<file path="src/rtl/jsu_pkg.sv">
package jsu_pkg;

  // Result kinds.
  localparam logic [1:0] KIND_DATA  = 2'd0;
  localparam logic [1:0] KIND_CLOSE = 2'd1;
  localparam logic [1:0] KIND_ERROR = 2'd2;

  // Error codes.
  localparam logic [2:0] ERR_NO_QUOTE   = 3'd0;
  localparam logic [2:0] ERR_EOF_STRING = 3'd1;
  localparam logic [2:0] ERR_EOF_ESCAPE = 3'd2;
  localparam logic [2:0] ERR_BAD_ESCAPE = 3'd3;
  localparam logic [2:0] ERR_BAD_HEX    = 3'd4;

  // Command queue between the parser and the emitter.
  localparam int unsigned FIFO_DEPTH = 4;
  localparam int unsigned FIFO_AW    = $clog2(FIFO_DEPTH);

  // Main action of one command.
  typedef enum logic [2:0] {
    ACT_NONE,
    ACT_CP,
    ACT_BYTE,
    ACT_CLOSE,
    ACT_ERR
  } act_t;

  // One command describes every beat that one input byte causes: an optional
  // three-byte release of a held high surrogate, then the main action.
  typedef struct packed {
    logic        rel;
    logic [9:0]  hb;
    act_t        act;
    logic [20:0] cp;
    logic [2:0]  err;
  } cmd_t;

  // Number of UTF-8 bytes for a code point.
  function automatic logic [2:0] utf8_len(input logic [20:0] cp);
    logic [2:0] len;
    if (cp >= 21'h10000) begin
      len = 3'd4;
    end else if (cp >= 21'h800) begin
      len = 3'd3;
    end else if (cp >= 21'h80) begin
      len = 3'd2;
    end else begin
      len = 3'd1;
    end
    return len;
  endfunction

  // Byte at position pos of the UTF-8 form of cp.
  function automatic logic [7:0] utf8_byte(input logic [20:0] cp, input logic [1:0] pos);
    logic [2:0] len;
    logic [7:0] b;
    len = utf8_len(cp);
    b = 8'h00;
    unique case (len)
      3'd4: begin
        unique case (pos)
          2'd0: b = {5'b11110, cp[20:18]};
          2'd1: b = {2'b10, cp[17:12]};
          2'd2: b = {2'b10, cp[11:6]};
          default: b = {2'b10, cp[5:0]};
        endcase
      end
      3'd3: begin
        unique case (pos)
          2'd0: b = {4'b1110, cp[15:12]};
          2'd1: b = {2'b10, cp[11:6]};
          default: b = {2'b10, cp[5:0]};
        endcase
      end
      3'd2: begin
        if (pos == 2'd0) begin
          b = {3'b110, cp[10:6]};
        end else begin
          b = {2'b10, cp[5:0]};
        end
      end
      default: b = {1'b0, cp[6:0]};
    endcase
    return b;
  endfunction

endpackage

</file>
<file path="src/rtl/jsu_front.sv">
module jsu_front (
  input  logic            clk,
  input  logic            rst_n,
  input  logic            in_valid,
  input  logic [7:0]      in_byte,
  input  logic            fifo_full,
  output logic            in_ready,
  output logic            push,
  output jsu_pkg::cmd_t   push_cmd
);
  import jsu_pkg::*;

  localparam logic [2:0] PH_IDLE  = 3'd0;
  localparam logic [2:0] PH_STR   = 3'd1;
  localparam logic [2:0] PH_ESC   = 3'd2;
  localparam logic [2:0] PH_HEX   = 3'd3;
  localparam logic [2:0] PH_LOWBS = 3'd4;
  localparam logic [2:0] PH_LOWU  = 3'd5;
  // Internal dispatch code only, never stored.
  localparam logic [2:0] MODE_DONE = 3'd6;

  localparam logic [7:0] CH_QUOTE = 8'h22;
  localparam logic [7:0] CH_BSL   = 8'h5c;
  localparam logic [7:0] CH_SLASH = 8'h2f;
  localparam logic [7:0] CH_SPACE = 8'h20;
  localparam logic [7:0] CH_B     = 8'h62;
  localparam logic [7:0] CH_F     = 8'h66;
  localparam logic [7:0] CH_N     = 8'h6e;
  localparam logic [7:0] CH_R     = 8'h72;
  localparam logic [7:0] CH_T     = 8'h74;
  localparam logic [7:0] CH_U     = 8'h75;
  localparam logic [7:0] CH_NUL   = 8'h00;

  logic [2:0]  phase_r, phase_nxt;
  logic [11:0] acc_r, acc_nxt;
  logic [1:0]  cnt_r, cnt_nxt;
  logic        hp_r, hp_nxt;
  logic [9:0]  hb_r, hb_nxt;

  logic [2:0]  mode;
  logic        is_hex;
  logic [3:0]  digit;
  logic [15:0] v;
  logic        accept;
  cmd_t        cmd;

  assign in_ready = !fifo_full;
  assign accept   = in_valid && in_ready;

  always_comb begin
    is_hex = 1'b0;
    digit  = in_byte[3:0];
    if (in_byte >= 8'h30 && in_byte <= 8'h39) begin
      is_hex = 1'b1;
    end else if ((in_byte >= 8'h41 && in_byte <= 8'h46) ||
                 (in_byte >= 8'h61 && in_byte <= 8'h66)) begin
      is_hex = 1'b1;
      digit  = in_byte[3:0] + 4'd9;
    end
  end

  assign v = {acc_r, digit};

  always_comb begin
    phase_nxt = phase_r;
    acc_nxt   = acc_r;
    cnt_nxt   = cnt_r;
    hp_nxt    = hp_r;
    hb_nxt    = hb_r;
    cmd       = '0;
    cmd.act   = ACT_NONE;
    cmd.hb    = hb_r;
    mode      = phase_r;

    // After a held high surrogate, anything but a following \u hands the
    // byte on as ordinary string or escape text, with the surrogate released.
    if (phase_r == PH_LOWBS) begin
      if (in_byte == CH_BSL) begin
        phase_nxt = PH_LOWU;
        mode      = MODE_DONE;
      end else begin
        cmd.rel = 1'b1;
        hp_nxt  = 1'b0;
        hb_nxt  = '0;
        mode    = PH_STR;
      end
    end else if (phase_r == PH_LOWU) begin
      if (in_byte == CH_U) begin
        phase_nxt = PH_HEX;
        acc_nxt   = '0;
        cnt_nxt   = '0;
        mode      = MODE_DONE;
      end else begin
        cmd.rel = 1'b1;
        hp_nxt  = 1'b0;
        hb_nxt  = '0;
        mode    = PH_ESC;
      end
    end

    unique case (mode)
      PH_IDLE: begin
        if (in_byte == CH_QUOTE) begin
          phase_nxt = PH_STR;
        end else if (!(in_byte == CH_SPACE || (in_byte >= 8'h09 && in_byte <= 8'h0d))) begin
          cmd.act = ACT_ERR;
          cmd.err = ERR_NO_QUOTE;
        end
      end
      PH_STR: begin
        if (in_byte == CH_QUOTE) begin
          cmd.act   = ACT_CLOSE;
          phase_nxt = PH_IDLE;
          acc_nxt   = '0;
          cnt_nxt   = '0;
          hp_nxt    = 1'b0;
          hb_nxt    = '0;
        end else if (in_byte == CH_NUL) begin
          cmd.act   = ACT_ERR;
          cmd.err   = ERR_EOF_STRING;
          phase_nxt = PH_IDLE;
          acc_nxt   = '0;
          cnt_nxt   = '0;
          hp_nxt    = 1'b0;
          hb_nxt    = '0;
        end else if (in_byte == CH_BSL) begin
          phase_nxt = PH_ESC;
        end else begin
          cmd.act   = ACT_BYTE;
          cmd.cp    = {13'd0, in_byte};
          phase_nxt = PH_STR;
        end
      end
      PH_ESC: begin
        phase_nxt = PH_STR;
        cmd.act   = ACT_BYTE;
        unique case (in_byte)
          CH_QUOTE, CH_BSL, CH_SLASH: cmd.cp = {13'd0, in_byte};
          CH_B: cmd.cp = 21'h08;
          CH_F: cmd.cp = 21'h0c;
          CH_N: cmd.cp = 21'h0a;
          CH_R: cmd.cp = 21'h0d;
          CH_T: cmd.cp = 21'h09;
          CH_U: begin
            cmd.act   = ACT_NONE;
            phase_nxt = PH_HEX;
            acc_nxt   = '0;
            cnt_nxt   = '0;
          end
          default: begin
            cmd.act   = ACT_ERR;
            cmd.err   = (in_byte == CH_NUL) ? ERR_EOF_ESCAPE : ERR_BAD_ESCAPE;
            phase_nxt = PH_IDLE;
            acc_nxt   = '0;
            cnt_nxt   = '0;
            hp_nxt    = 1'b0;
            hb_nxt    = '0;
          end
        endcase
      end
      PH_HEX: begin
        if (!is_hex) begin
          cmd.rel   = hp_r;
          cmd.act   = ACT_ERR;
          cmd.err   = ERR_BAD_HEX;
          phase_nxt = PH_IDLE;
          acc_nxt   = '0;
          cnt_nxt   = '0;
          hp_nxt    = 1'b0;
          hb_nxt    = '0;
        end else if (cnt_r != 2'd3) begin
          acc_nxt = v[11:0];
          cnt_nxt = cnt_r + 2'd1;
        end else begin
          acc_nxt = '0;
          cnt_nxt = '0;
          if (hp_r && v[15:10] == 6'b110111) begin
            // Surrogate pair: one supplementary code point.
            cmd.act   = ACT_CP;
            cmd.cp    = {1'b0, hb_r, v[9:0]} + 21'h10000;
            hp_nxt    = 1'b0;
            hb_nxt    = '0;
            phase_nxt = PH_STR;
          end else begin
            cmd.rel = hp_r;
            if (v[15:10] == 6'b110110) begin
              hp_nxt    = 1'b1;
              hb_nxt    = v[9:0];
              phase_nxt = PH_LOWBS;
            end else begin
              hp_nxt    = 1'b0;
              hb_nxt    = '0;
              cmd.act   = ACT_CP;
              cmd.cp    = {5'd0, v};
              phase_nxt = PH_STR;
            end
          end
        end
      end
      MODE_DONE: begin
      end
      default: begin
        phase_nxt = PH_IDLE;
        acc_nxt   = '0;
        cnt_nxt   = '0;
        hp_nxt    = 1'b0;
        hb_nxt    = '0;
      end
    endcase
  end

  assign push     = accept && (cmd.rel || cmd.act != ACT_NONE);
  assign push_cmd = cmd;

  always_ff @(posedge clk) begin
    if (!rst_n) begin
      phase_r <= PH_IDLE;
      acc_r   <= '0;
      cnt_r   <= '0;
      hp_r    <= 1'b0;
      hb_r    <= '0;
    end else if (accept) begin
      phase_r <= phase_nxt;
      acc_r   <= acc_nxt;
      cnt_r   <= cnt_nxt;
      hp_r    <= hp_nxt;
      hb_r    <= hb_nxt;
    end
  end

`ifndef SYNTHESIS
  a_hold_phase: assert property (@(posedge clk) disable iff (!rst_n)
    hp_r |-> (phase_r == PH_LOWBS || phase_r == PH_LOWU || phase_r == PH_HEX))
    else $error("high surrogate held outside the pairing phases");
  a_idle_clean: assert property (@(posedge clk) disable iff (!rst_n)
    (phase_r == PH_IDLE) |-> (!hp_r && cnt_r == 2'd0 && acc_r == 12'd0))
    else $error("idle phase with leftover escape state");
`endif

endmodule

</file>
<file path="src/rtl/jsu_cmd_fifo.sv">
module jsu_cmd_fifo (
  input  logic          clk,
  input  logic          rst_n,
  input  logic          push,
  input  jsu_pkg::cmd_t push_cmd,
  input  logic          pop,
  output logic          full,
  output logic          head_valid,
  output jsu_pkg::cmd_t head_cmd
);
  import jsu_pkg::*;

  cmd_t               mem [FIFO_DEPTH];
  logic [FIFO_AW-1:0] wr_ptr_r, wr_ptr_nxt;
  logic [FIFO_AW-1:0] rd_ptr_r, rd_ptr_nxt;
  logic [FIFO_AW:0]   count_r, count_nxt;
  logic               do_push, do_pop;

  assign full       = (count_r == (FIFO_AW + 1)'(FIFO_DEPTH));
  assign head_valid = (count_r != '0);
  assign head_cmd   = mem[rd_ptr_r];
  assign do_push    = push && !full;
  assign do_pop     = pop && head_valid;

  always_comb begin
    wr_ptr_nxt = do_push ? wr_ptr_r + FIFO_AW'(1) : wr_ptr_r;
    rd_ptr_nxt = do_pop ? rd_ptr_r + FIFO_AW'(1) : rd_ptr_r;
    count_nxt  = count_r;
    if (do_push && !do_pop) begin
      count_nxt = count_r + (FIFO_AW + 1)'(1);
    end else if (do_pop && !do_push) begin
      count_nxt = count_r - (FIFO_AW + 1)'(1);
    end
  end

  always_ff @(posedge clk) begin
    if (do_push) begin
      mem[wr_ptr_r] <= push_cmd;
    end
  end

  always_ff @(posedge clk) begin
    if (!rst_n) begin
      wr_ptr_r <= '0;
      rd_ptr_r <= '0;
      count_r  <= '0;
    end else begin
      wr_ptr_r <= wr_ptr_nxt;
      rd_ptr_r <= rd_ptr_nxt;
      count_r  <= count_nxt;
    end
  end

`ifndef SYNTHESIS
  a_fill: assert property (@(posedge clk) disable iff (!rst_n)
    count_r <= (FIFO_AW + 1)'(FIFO_DEPTH))
    else $error("command queue overfilled");
`endif

endmodule

</file>
<file path="src/rtl/jsu_back.sv">
module jsu_back (
  input  logic          clk,
  input  logic          rst_n,
  input  logic          head_valid,
  input  jsu_pkg::cmd_t head_cmd,
  output logic          pop,
  output logic          out_valid,
  input  logic          out_ready,
  output logic [1:0]    out_kind,
  output logic [7:0]    out_data_byte,
  output logic [2:0]    out_error_code,
  output logic          out_last
);
  import jsu_pkg::*;

  logic [2:0]  idx_r, idx_nxt;
  logic        ov_r;
  logic [1:0]  kind_r;
  logic [7:0]  data_r;
  logic [2:0]  err_r;
  logic        last_r;

  logic [20:0] rel_cp;
  logic [2:0]  n_rel, n_main, n_beats;
  logic [2:0]  m_idx;
  logic        in_rel;
  logic        adv, beat_last;
  logic [1:0]  b_kind;
  logic [7:0]  b_data;
  logic [2:0]  b_err;

  assign rel_cp = {5'd0, 6'b110110, head_cmd.hb};
  assign n_rel  = head_cmd.rel ? 3'd3 : 3'd0;

  always_comb begin
    unique case (head_cmd.act)
      ACT_NONE: n_main = 3'd0;
      ACT_CP:   n_main = utf8_len(head_cmd.cp);
      default:  n_main = 3'd1;
    endcase
  end

  assign n_beats   = n_rel + n_main;
  assign in_rel    = head_cmd.rel && (idx_r < 3'd3);
  assign m_idx     = idx_r - n_rel;
  assign beat_last = (idx_r == n_beats - 3'd1);
  assign adv       = head_valid && (!ov_r || out_ready);
  assign pop       = adv && beat_last;

  always_comb begin
    b_kind = KIND_DATA;
    b_data = 8'h00;
    b_err  = 3'd0;
    if (in_rel) begin
      b_data = utf8_byte(rel_cp, idx_r[1:0]);
    end else begin
      unique case (head_cmd.act)
        ACT_CP:    b_data = utf8_byte(head_cmd.cp, m_idx[1:0]);
        ACT_BYTE:  b_data = head_cmd.cp[7:0];
        ACT_CLOSE: b_kind = KIND_CLOSE;
        ACT_ERR: begin
          b_kind = KIND_ERROR;
          b_err  = head_cmd.err;
        end
        default: b_data = 8'h00;
      endcase
    end
  end

  assign idx_nxt = pop ? 3'd0 : (adv ? idx_r + 3'd1 : idx_r);

  always_ff @(posedge clk) begin
    if (adv) begin
      kind_r <= b_kind;
      data_r <= b_data;
      err_r  <= b_err;
      last_r <= beat_last;
    end
  end

  always_ff @(posedge clk) begin
    if (!rst_n) begin
      idx_r <= '0;
      ov_r  <= 1'b0;
    end else begin
      idx_r <= idx_nxt;
      if (adv) begin
        ov_r <= 1'b1;
      end else if (out_ready) begin
        ov_r <= 1'b0;
      end
    end
  end

  assign out_valid      = ov_r;
  assign out_kind       = kind_r;
  assign out_data_byte  = data_r;
  assign out_error_code = err_r;
  assign out_last       = last_r;

`ifndef SYNTHESIS
  a_idx_range: assert property (@(posedge clk) disable iff (!rst_n)
    head_valid |-> (idx_r < n_beats))
    else $error("beat index beyond the command length");
  a_idx_owner: assert property (@(posedge clk) disable iff (!rst_n)
    (idx_r != 3'd0) |-> head_valid)
    else $error("beat index running without a command");
`endif

endmodule

</file>
<file path="src/rtl/json_string_unescape_utf8_unit.sv">
// Path: an accepted byte becomes a command in the command queue, and the back end then
// registers its result beats in the output register, one per cycle while out_ready is high.
// Throughput: one input byte per cycle while each byte yields at most one beat and out_ready
// is high; the single output register limits the rate to one result beat per cycle overall.
// Reset: synchronous, active-low rst_n empties the queue and output and returns
// the parser to idle, waiting for an opening quote.
module json_string_unescape_utf8_unit (
  input  logic       clk,
  input  logic       rst_n,
  input  logic       in_valid,
  output logic       in_ready,
  input  logic [7:0] in_byte,
  output logic       out_valid,
  input  logic       out_ready,
  output logic [1:0] out_kind,
  output logic [7:0] out_data_byte,
  output logic [2:0] out_error_code,
  output logic       out_last
);
  import jsu_pkg::*;

  // The front end parses one byte per cycle while the queue has room and turns every
  // byte that has visible effect into a single command. Whitespace, quotes that open a
  // string, backslashes and hex digits still being gathered produce none.
  logic push, fifo_full, head_valid, pop;
  cmd_t push_cmd, head_cmd;

  jsu_front u_front (
    .clk       (clk),
    .rst_n     (rst_n),
    .in_valid  (in_valid),
    .in_byte   (in_byte),
    .fifo_full (fifo_full),
    .in_ready  (in_ready),
    .push      (push),
    .push_cmd  (push_cmd)
  );

  // A short command queue decouples parsing from the multi-beat UTF-8
  // expansion, so plain text keeps flowing while a long code point drains.
  jsu_cmd_fifo u_fifo (
    .clk        (clk),
    .rst_n      (rst_n),
    .push       (push),
    .push_cmd   (push_cmd),
    .pop        (pop),
    .full       (fifo_full),
    .head_valid (head_valid),
    .head_cmd   (head_cmd)
  );

  // The back end walks each command beat by beat: first the three bytes of
  // a released high surrogate if any, then the main action, marking the
  // final beat with out_last. Its output register acts as the skid stage.
  jsu_back u_back (
    .clk            (clk),
    .rst_n          (rst_n),
    .head_valid     (head_valid),
    .head_cmd       (head_cmd),
    .pop            (pop),
    .out_valid      (out_valid),
    .out_ready      (out_ready),
    .out_kind       (out_kind),
    .out_data_byte  (out_data_byte),
    .out_error_code (out_error_code),
    .out_last       (out_last)
  );

endmodule

</file>
<file path="config.mk">
export PLATFORM = sky130hd
export DESIGN_NAME = json_string_unescape_utf8_unit
export DESIGN_NICKNAME = d
export VERILOG_FILES = /design/src/rtl/jsu_pkg.sv /design/src/rtl/jsu_front.sv /design/src/rtl/jsu_cmd_fifo.sv /design/src/rtl/jsu_back.sv /design/src/rtl/json_string_unescape_utf8_unit.sv
export SDC_FILE = /design/constraint.sdc
export NUM_CORES = 1
export LEC_CHECK = 0
export BUFFER_PORTS_ARGS = -buffer_cell sky130_fd_sc_hd__buf_4
export CORE_UTILIZATION = 60
export DETAILED_ROUTE_END_ITERATION = 7
export GPL_TIMING_DRIVEN = 1
export PLACE_DENSITY_LB_ADDON = 0.08
export REMOVE_ABC_BUFFERS = 1
export SETUP_SLACK_MARGIN = 0.05
export SKIP_CTS_REPAIR_TIMING = 1
export SYNTH_ARGS = -nofsm -noshare
export SYNTH_HDL_FRONTEND = slang
export SYNTH_SLANG_ARGS = --single-unit
</file>
<file path="constraint.sdc">
create_clock -name clk -period 7.5 [get_ports clk]
set_input_delay 0.375 -clock clk [delete_from_list [all_inputs] [get_ports clk]]
set_output_delay 0.375 -clock clk [all_outputs]
set_load 0.005 [all_outputs]
</file>
Word level (Yosys, flattened, before mapping)
Memory sizes are Yosys's and may differ from the RTL's. A register that Yosys moved wholly into a read port is not among the register bits. Cells that the tools add are included.

$add $sub $neg: 11. Reductions and logical operators: 37. Shift operators: 0. Multiply operators: 0. Magnitude comparators: 15. Eq/ne operators: 35. Multiplexer cells: 123. Divide/modulo/power cells: 0. Bitwise operators: 2.

Operators by type and width (count): 10-bit two-way mux (11); 12-bit two-way mux (8); 3-bit two-way mux (31); 24-bit two-way mux (3); 21-bit case mux with 3 select lines (1); 8-bit by 7-bit equality test with 1-bit output (second input constant) (7); 12-bit case mux with 4 select lines (1); 8-bit case mux with 3 select lines (2); 8-bit case mux with 6 select lines (1); 21-bit two-way mux (2); 7-bit case mux with 3 select lines (2); 10-bit case mux with 4 select lines (1); 2-bit two-way mux (14); 7-bit case mux with 2 select lines (2); 1-bit two-way mux (27); 3-bit by 2-bit equality test with 1-bit output (second input constant) (8); 8-bit by 6-bit equality test with 1-bit output (second input constant) (3); 23-bit two-way mux (1); 22-bit two-way mux (1); 20-bit by 17-bit adder with 21-bit output (second input constant) (1); 3-bit equality test (second input constant) (7); 21-bit by 12-bit greater-or-equal comparator with 1-bit output (second input constant) (1); 21-bit by 17-bit greater-or-equal comparator with 1-bit output (second input constant) (1); 21-bit by 8-bit greater-or-equal comparator with 1-bit output (second input constant) (1); 46 further kinds (86).

Input bits: 12. Bits in writable memories: 152. Bits in registers: 53. Memories: 1. Bits in read-only memories: 0. Latch bits: 0. Output and inout bits: 16.

Memories: u_fifo.mem (depth 4, width 38, read ports 1, clocked after Yosys merged registers in 1, write ports 1, RTL line jsu_cmd_fifo.sv:13) `cmd_t mem [FIFO_DEPTH];`.

Longest topological paths before layout
Word-level depth: 18. Gate-level depth with buffers: 22. Mapped depth without buffers: 19.

By module
Synthesis repeated with hierarchy kept, for this count alone.

Cells, all modules: 765. Area total of the unflattened synthesis: 10057.1 µm².

By module, submodules not included: jsu_cmd_fifo (cells an instance 246, area each 5982.0 µm², instances 1); jsu_front (cells an instance 320, area each 2329.7 µm², instances 1); jsu_back (cells an instance 199, area each 1745.4 µm², instances 1).

Least setup slack after synthesis
No wires, ideal clock.

Path kind: register to register. Start: reg with a tool-made name. End: reg u_fifo.count_r[2]. Data required time: 7.424 ns. Setup slack: 3.045 ns. Stages on the path, launching flop included: 23. Period minus slack after synthesis: 4.455 ns. Data arrival time: 4.380 ns. Setup time: 0.076 ns. Buffers on the path: 3. Cells stage by stage: dfxtp_1 > buf_4 > buf_4 > mux4_2 > nor4_2 > and2_1 > buf_2 > nand2_1 > nand3_1 > ha_1 > inv_1 > ha_1 > xor2_1 > xnor2_1 > and3_1 > nor4_4 > nand2_1 > ha_1 > inv_1 > fa_1 > xor2_1 > or3_1 > a21boi_0.

RTL lines: end signal: assignment (RTL line jsu_cmd_fifo.sv:50) `count_r <= count_nxt;`; end: declaration (RTL line jsu_cmd_fifo.sv:16) `logic [FIFO_AW:0] count_r, count_nxt;`.

==> summary.md <==
| Metric | Value |
|---|---|
| Clock transition at path regs | `about 0.060 ns` |
| Total iterations of the first detailed-routing run | `5` |
| Pin slew with the least headroom to its limit | `roughly 1.1 ns` |
| Final Critical Period | `5.50 ns` |
| Antenna-violating nets left | `0` |
| Number of warnings printed during yosys synthesis | `0` |
| Post-Synthesis Cell Area | `approximately 0.0099 mm²` |
| CTS H-Tree Depth | `1` |
| Simple-gate share of the synthesized area | `between 10% and 20%` |
| Syn_area_per_cell | `between 10 and 15 µm²` |
| Count of nets after finishing | `a little under 800` |
| R2R setup slack | `between 2 and 2.5 ns` |
| CP Buf/Inv Count | `3` |
| Gp weighted congestion | `about 0.95` |
| Peak supply drop | `0.214 mV` |
| Depth of the most critical reg-to-reg path | `19` |
| Total number of placement rows | `between 40 and 50` |
| Critical Path RT | `around 7.9 ns` |
| Ordered list of cells on the worst path | `buf_4, mux4_2, nor2_1, and3b_1, nand3_1, ha_1, inv_1, ha_1, xor2_1, xnor2_1, and3_1, nor4_4, nand2_1, ha_1, inv_1, fa_1, xor2_1, or3_1, a21boi_0` |
| Layout Skew | `~0.010 ns` |
| Max-slew headroom | `roughly 24%` |
| Routing layer with the top usage in global route | `met2` |
| Inserted Clock Buffers | `22` |
| Combinational family with the most area after synthesis | `multiplexers` |
| Proportion of power drawn by the clock network | `roughly 30%` |
| Sequential element share of the synthesized area | `58.9%` |
| Int Power | `2.62 mW` |
| CP Max Fanout | `28` |
| Total Power | `3.84 mW` |
| Met3 layer usage reported by global route | `4.80%` |
| Slowest cell on the critical path | `dfxtp_2` |
| Total of buffers placed on input and output ports | `27` |
| Element type at the critical path end | `flip-flop` |
| Total setup violations reported at the end of the flow | `0` |
| Number of placed I/O pins | `28` |
| Largest stage delay, worst path | `around 0.99 ns` |
| Die area | `~0.017 mm²` |
| Number of synthesized flops with an enable pin | `~170` |
| Clock insertion delay at the later pin of the skew report | `0.50 ns` |
| Antenna fix cells | `0` |
| RSZ-0062 raised after global routing | `no` |
| Register share of total power | `between 30% and 40%` |
| Avg Vias per Cell | `roughly 6.6` |
| Reg-to-Reg End | `u_fifo.count_r[2]$_SDFFE_PN0P_` |
| Critical Setup Path Class | `flip-flop to flip-flop` |
| Final critical-path share of the clock period | `73.3%` |
| Final sum of negative setup slack | `0 ns` |
| Met2 usage | `a little under half` |
| Most repeated cell in the gate-level netlist after synthesis | `edfxtp_1` |
| Synth Area in Compound Gates | `between 10% and 20%` |
| Dominant delay contributor by cell family on the critical path | `simple AND/OR/NAND/NOR gates` |
| Post-synthesis adder-cell area fraction | `between 2 and 3%` |
| Die height | `around 130 µm` |
| Power spent charging and discharging nets | `1.23 mW` |
| Ranking of synthesized cells by instance count | `166 x edfxtp_1, 49 x nand2_1, 44 x nor2_1, 42 x mux4_2, 41 x dfxtp_1` |
| Cell count after synthesis | `between 700 and 800` |
| Power Dens Cells | `approximately 350 mW/mm²` |
| FF+latch count, synth | `207` |
| Share of the synthesized area in the top cell type | `50.5%` |
| Fraction of layout instances using a drive strength above 1 | `between 10% and 20%` |
| Clock sink count | `approximately 210` |
| Wire length of the first global-routing pass | `35600 µm` |
| Number of unique standard cell types used by synthesis | `76` |
| Number of pins with negative max-slew slack in the final report | `0` |
| Total Wirelength | `roughly 23000 µm` |
| Post-synth top area cell | `edfxtp_1` |
| Switching Fraction | `a little under a third` |
| Post-placement cell area | `just over 0.01 mm²` |
| Overall via count from detail_route | `about 6400` |
| Data arrival at the endpoint of the critical path | `a little under 6 ns` |
| DR DRC count | `0` |
| Crit path capture | `u_fifo.count_r[2]$_SDFFE_PN0P_` |
| Bufs on Longest Clock Path | `3` |
| Clock tree root driver cell | `clkbuf_16` |
| Post-route cell area | `between 0.01 and 0.015 mm²` |
| TritonCTS clock tree | `yes` |
| Max_cap viols | `0` |
| Hold Crit Class | `primary input to flip-flop` |
| Outcome | `complete, no violations` |
| Parity-gate share of the synthesized area counting xor and xnor cells | `~1.8%` |
| Chip Width | `130 µm` |
| Element type at the critical path start | `flip-flop` |
| Area overhead of the layout relative to synthesis | `11.3%` |
| Mux contribution to synthesized area | `approximately an eighth` |
| Top cells by area in the synthesized netlist | `edfxtp_1 51%, mux4_2 9.6%, dfxtp_1 8.3%` |
| Half-perimeter wire length of the detailed placement result | `between 15000 and 20000 µm` |
| Combinational group share of total power | `about 31%` |
| Prevailing post-synth register cell | `edfxtp_1` |
| Gr ovfl total | `0` |
| Number of global-route vias before repair | `6305` |
| Async set-reset flop share out of synthesis | `0%` |
| Detailed-route wire length per cell | `around 24 µm` |
| CORE AREA | `around 0.016 mm²` |
| Number of design-rule violations left by the first detailed-router iteration | `510` |
| Global router's overall resource usage | `28.5%` |
| Global routing met1 resource utilization | `~40%` |
| Number of cells on the critical path | `19` |
| Most frequent CP cell | `ha_1` |
| Leakage Power | `3.73 nW` |
| Largest net degree at the start of global routing | `39` |
| Number of endpoints with negative hold slack in the final report | `0` |
| Highest attainable clock frequency | `about 180 MHz` |
| Antenna violations before repair | `1` |
| Starting Density | `between 60 and 70%` |
## routing by layer
metal | share of wire, % | wire [µm]
met4 | 3.1 | 710
met2 | 47 | 10900
met3 | 7.1 | 1650
met5 | 0 | 0
met1 | 43 | 9890
## placed cells by master, fill, tap and decap left out, types with 4 or more instances in the layout
| master | instances |
|---|---|
| a211oi_1 | 8 |
| a21oi_1 | 26 |
| a22o_1 | 20 |
| a31oi_1 | 6 |
| and2_1 | 9 |
| and2_2 | 4 |
| and3_1 | 9 |
| buf_4 | 32 |
| bufinv_16 | 4 |
| clkbuf_16 | 22 |
| clkinv_2 | 4 |
| dfxtp_1 | 39 |
| edfxtp_1 | 166 |
| ha_1 | 19 |
| inv_1 | 21 |
| mux2_2 | 4 |
| mux2i_1 | 18 |
| mux4_2 | 42 |
| nand2_1 | 49 |
| nand2b_1 | 6 |
| nand3_1 | 25 |
| nand3b_1 | 5 |
| nand4b_1 | 4 |
| nor2_1 | 44 |
| nor2b_1 | 10 |
| nor3_1 | 12 |
| nor4_1 | 5 |
| o211ai_1 | 6 |
| o21ai_0 | 17 |
| o21ai_1 | 8 |
| o21bai_1 | 4 |
| o22ai_1 | 7 |
| o2bb2ai_1 | 8 |
| or3_1 | 4 |
| xnor2_1 | 8 |
| xor2_1 | 8 |
## worst min-delay path by stage
stage / from / to / slack (ns) / depth (start not counted)
after floorplan: u_front.cnt_r[1]$_SDFFE_PN0P_ / u_front.cnt_r[1]$_SDFFE_PN0P_ / 0.45 / 1
after global placement: u_front.cnt_r[1]$_SDFFE_PN0P_ / u_front.cnt_r[1]$_SDFFE_PN0P_ / 0.46 / 1
after CTS: out_ready / u_back.out_valid$_SDFFE_PN0P_ / 0.19 / 4
after detailed placement: u_front.cnt_r[1]$_SDFFE_PN0P_ / u_front.cnt_r[1]$_SDFFE_PN0P_ / 0.46 / 1
final: out_ready / u_back.out_valid$_SDFFE_PN0P_ / 0.20 / 4
after global routing: out_ready / u_back.out_valid$_SDFFE_PN0P_ / 0.21 / 4
## power groups by stage
| stage | clock (mW) | combinational [mW] | sequential [mW] |
|---|---|---|---|
| global placement | 0 | 1.18 | 1.52 |
| global route | 1.19 | 1.30 | 1.52 |
| detailed placement | 0 | 1.19 | 1.53 |
| finish | 1.14 | 1.20 | 1.50 |
| CTS | 1.15 | 1.19 | 1.51 |
| floorplan | 0 | 0.803 | 1.52 |
## area by class of cell
cell class / count / area, µm²
sequential: 207 / 5810
tap: 216 / 270
inverter: 22 / 82.6
clock inverter: 14 / 198
multi-input combinational: 461 / 3800
clock buffer: 26 / 576
timing repair buffer: 32 / 240
fill: 1102 / 4960
## registers in the layout (all words and copies together), names as in the netlist, named ones only
signal / flops
u_fifo.mem: 152
u_back.out_error_code: 3
u_front.hb_r: 10
u_fifo.rd_ptr_r: 2
u_back.idx_r: 3
u_front.acc_r: 12
u_back.out_valid: 1
u_front.phase_r: 3
u_fifo.wr_ptr_r: 2
u_back.out_kind: 2
u_fifo.count_r: 3
u_back.out_data_byte: 8
u_back.out_last: 1
u_front.hp_r: 1
u_front.cnt_r: 2
## worst register-to-register path: cells and delay by family, from the launching register on
kind,cells,cell delay [ns]
AOI/OAI and AO/OA,1,0.15
muxes,1,0.57
xor gates and xnor gates,3,0.37
and+or+nand+nor,7,1.84
buffers and inverters,3,0.52
DFF,1,0.99
adders and majority gates,4,1.00
## per-stage QoR
| step | cells | worst slack, ns | utilization (%) | hold WS (ns) |
|---|---|---|---|---|
| detailed placement | 938 | 1.98 | 64.0 | 0.462 |
| CTS | 978 | 1.94 | 68.9 | 0.192 |
| floorplan | 690 | 1.60 | - | 0.446 |
| global route | 978 | 1.48 | 68.9 | 0.214 |
| finish | 978 | 2.00 | 68.9 | 0.197 |
| global placement | 938 | 2.22 | 64.0 | 0.456 |
## logic make-up (layout without fill, tap and decap cells)
logic type | count (synthesis) | in the layout
adder cells (fa/ha/maj) | 20 | 20
AO/OA/AOI/OAI | 152 | 152
AND/OR/NAND/NOR | 206 | 206
buffers and inverters | 57 | 94
XOR/XNOR | 18 | 18
multiplexers | 65 | 65
flip-flops | 207 | 207
No activity file was read; power rests on OpenSTA's default activity.
